File: src/rtl/core/cso_pkg.sv
package cso_pkg;

    // default sprite size
    localparam int unsigned SPRITE_W_DEF = 32;
    localparam int unsigned SPRITE_H_DEF = 32;

    // field widths
    localparam int unsigned COORD_W = 12;
    localparam int unsigned HOT_W   = 5;
    localparam int unsigned CHAN_W  = 8;
    localparam int unsigned COLOR_W = 3 * CHAN_W;
    // sprite entry: opacity bit above the color
    localparam int unsigned ENTRY_W = COLOR_W + 1;

    // stream data widths, padded to whole bytes
    localparam int unsigned S_DATA_BITS = 2 * COORD_W + COLOR_W + 1;
    localparam int unsigned S_TDATA_W   = ((S_DATA_BITS + 7) / 8) * 8;
    localparam int unsigned M_TDATA_W   = COLOR_W;

    // configuration port
    localparam int unsigned CFG_INDEX_W = 2;
    localparam int unsigned CFG_DATA_W  = COORD_W;

    typedef enum logic [CFG_INDEX_W-1:0] {
        REG_CURSOR_X = 2'd0,
        REG_CURSOR_Y = 2'd1,
        REG_HOT_X    = 2'd2,
        REG_HOT_Y    = 2'd3
    } cfg_reg_t;

    typedef enum logic {
        REQ_COMPOSE = 1'b0,
        REQ_LOAD    = 1'b1
    } req_type_t;

endpackage

File: src/rtl/core/cso_axis_offset.sv
module cso_axis_offset
    import cso_pkg::*;
#(
    parameter int unsigned SIZE  = SPRITE_W_DEF,
    parameter int unsigned OFF_W = $clog2(SIZE)
) (
    input  logic [COORD_W-1:0] pos,
    input  logic [HOT_W-1:0]   hot,
    input  logic [COORD_W-1:0] cur,
    output logic               in_sprite,
    output logic [OFF_W-1:0]   off
);

    logic [COORD_W:0]   shifted;
    logic [COORD_W+1:0] diff;

    // pos + hot - cur without wrap; top bit of diff flags a negative offset
    always_comb begin
        shifted   = {1'b0, pos} + (COORD_W+1)'(hot);
        diff      = {1'b0, shifted} - (COORD_W+2)'(cur);
        in_sprite = !diff[COORD_W+1] && (diff[COORD_W:0] < (COORD_W+1)'(SIZE));
        off       = diff[OFF_W-1:0];
    end

endmodule

File: config.mk
export PLATFORM = sky130hd
export DESIGN_NAME = cso_axis_offset
export DESIGN_NICKNAME = d
export VERILOG_FILES = /design/src/rtl/core/cso_pkg.sv /design/src/rtl/core/cso_axis_offset.sv
export SDC_FILE = /design/constraint.sdc
export NUM_CORES = 1
export LEC_CHECK = 0
export CAP_MARGIN = 30
export CORE_UTILIZATION = 55
export DETAILED_ROUTE_END_ITERATION = 12
export DONT_BUFFER_PORTS = 1
export PLACE_DENSITY = 0.75
export SYNTH_ARGS = -nofsm -noshare
export SYNTH_HDL_FRONTEND = slang
export SYNTH_SLANG_ARGS = --single-unit
File: constraint.sdc
create_clock -name vclk -period 6.2
set_input_delay 0.62 -clock vclk [all_inputs]
set_output_delay 0.62 -clock vclk [all_outputs]
set_load 0.005 [all_outputs]
==> impl_metrics.csv <==
group,metric,value,unit
placement,place_area,908.4,sq um
drt,num_vias,759,
timing,worst_slew_pin_slew,0.3063,ns
drt,postRouteAntennaNets,0,
global_route,grt_use_total,18.85,%
pwr,intPower,51.89,uW
final_layout,nClkBuffers,0,
pwr,pwr-share-seq,0,%
timing,finalHoldViolations,0,
setup_path,critPathLaunchType,"primary input",
timing,rsz0062_at_grt,"false",
global_route,grt_overflow,0,
die,dieArea,1825,sq um
synthesis,syn_inst,115,
synthesis,avgSynthCellArea,7.932,sq um
placement,placedCellCount,128,
synthesis,synth_nets,170,
pwr,comb_power_share,100.0,%
placement,dp.final_hpwl,1.418,mm
setup_path,crit_slowest_cell,"fa_1",
timing,setup_tns,0,ns
drt,wl_per_cell,12.40,um
drt,drtIter0Drc,14,
die,die_h,42.73,um
die,top_level_ports,35,
final_layout,syn_to_final_growth,-0.4116,%
clock_tree,cts_resized,0,
final_layout,seq_cells,0,
setup_path,cp.arrival,2.79,ns
setup_path,crit_fanout,3,
final_layout,fin_util,59.61,%
setup_path,end_kind,"output pin",
pwr,p_leak,0.0005273,uW
die,rows,14,
final_layout,fin_area,908.4,sq um
drt,routed_wl,1.587,mm
worst_hold_path,hold_path_class,"primary input to output pin",
die,die_w,42.73,um
global_route,grt_pass1_vias,733,
die,start_util,59.85,%
final_layout,drive_gt1_share,6.250,%
setup_path,path_class,"primary input to output pin",
placement,place_congestion,0.7869,
timing,max_clock_freq,293.5,MHz
pwr,p_sw,67.49,uW
drt,drc,0,
setup_path,path_common_cell,"inv_1",
global_route,antenna_found_initial,0,
synthesis,ys_seq_area_share,0,%
timing,finalSetupViolCount,0,
global_route,grt_max_degree,11,
final_layout,diodes,0,
timing,min_period_over_period,54.95,%
placement,numPortBuffers,0,
status,status,"finished clean",
clock_tree,cts_setup_buffers,0,
timing,holdWs,1.369,ns
pwr,power.density,131.4,nW/um^2
pwr,swShare,56.54,%
timing,fin_crit,3.407,ns
setup_path,cp.required,5.58,ns
global_route,grt_first_pass_wirelength,2.849,mm
synthesis,ys_warn_count,0,
synthesis,syn_area,912.1,sq um
pwr,ir_worst_vdd,0.00005390,V
setup_path,worstPathCellList,"inv_1 > fa_1 > inv_1 > ha_1 > a21oi_1 > o211ai_2 > a221o_2 > nand2_1 > o22ai_1 > nor4_2",
final_layout,fin_cells,128,
setup_path,cpPeakStageDelay,0.52,ns
synthesis,synth_cell_types,35,
final_layout,fin_nets,169,
die,core_region_area,1524,sq um
worst_hold_path,min_path_cells,1,
pwr,p_clk_share,0,%
timing,relSlewSlack,79.58,%
clock_tree,postCtsHoldBufs,0,
timing,slew_viol_final,0,
final_layout,ff_latch_area,0,sq um
drt,first_pass_iters,4,
drt,vias_per_cell,5.930,
run,maxCapViolations,0,
==> power by group through the flow <==
stage | combinational (uW) | clock (uW) | sequential (uW)
finish | 119 | 0 | 0
floorplan | 103 | 0 | 0
global route | 136 | 0 | 0
detailed placement | 119 | 0 | 0
global placement | 116 | 0 | 0
CTS | 120 | 0 | 0
==> Yosys cell counts (all sizes together) (2+ instances only) <==
master  count  area share, %
fa          6             13
a21o        6            4.9
nand3       4            2.7
a21oi       7            3.8
a31oi       3            2.1
inv        28             12
nand2b      2            1.4
and3        2            1.4
o22ai       2            1.4
nand2       3            1.2
nor4        2            2.7
ha         20             27
nor2        4            1.6
buf         3            2.6
xor2        4            3.8
or2b        2            1.8
xnor2       2            1.9
o211ai      3            3.0
==> final timing paths <==
check / from / to / slack, ns
setup / recovery: pos[1] / in_sprite / 2.79
hold / removal: pos[0] / off[0] / 1.37
==> critical path, delay by kind of cell <==
| kind | cells | cell delay, ns |
|---|---|---|
| adders and majority gates | 2 | 0.81 |
| buffers and inverters | 2 | 0.10 |
| and+or+nand+nor | 2 | 0.35 |
| AOI/OAI and AO/OA | 4 | 0.90 |
==> cell families (layout without fill, tap and decap cells) <==
logic type | after synthesis | after routing | synth area share (%)
buffers and inverters | 31 | 28 | 14.13
AOI/OAI and AO/OA | 29 | 29 | 22.77
adders and majority gates | 26 | 26 | 40.60
and+or+nand+nor | 22 | 22 | 15.64
xor gates and xnor gates | 6 | 6 | 5.761
muxes | 1 | 1 | 1.097
==> layout by cell type (no fill, tap or decap), types with 3 or more instances in the layout <==
master	count
a21o_1	6
a21oi_1	7
nand2_1	3
a31oi_1	3
fa_1	6
nor2_1	4
nand3_1	3
inv_1	28
xor2_1	4
ha_1	20
==> routing by layer <==
layer	track usage [%]	wire, um
met3	0.8511	77
met5	0	0
met4	1.875	0
met2	34.85	757
met1	24.74	752
==> area by class of cell <==
type | count | area [sq um]
Multi-Input combinational cell | 84 | 783.3
Fill cell | 144 | 615.6
Inverter | 28 | 105.1
Tap cell | 16 | 20.02
==> stage by stage <==
| stage | setup slack (ns) | power, uW |
|---|---|---|
| final | 2.793 | 119.4 |
| after global routing | 2.559 | 136.0 |
| after CTS | 2.765 | 120.1 |
| after detailed placement | 2.765 | 119.2 |
| after global placement | 2.833 | 115.7 |
| after floorplan | 2.912 | 103.2 |
Power figures use the tool's default switching activity.
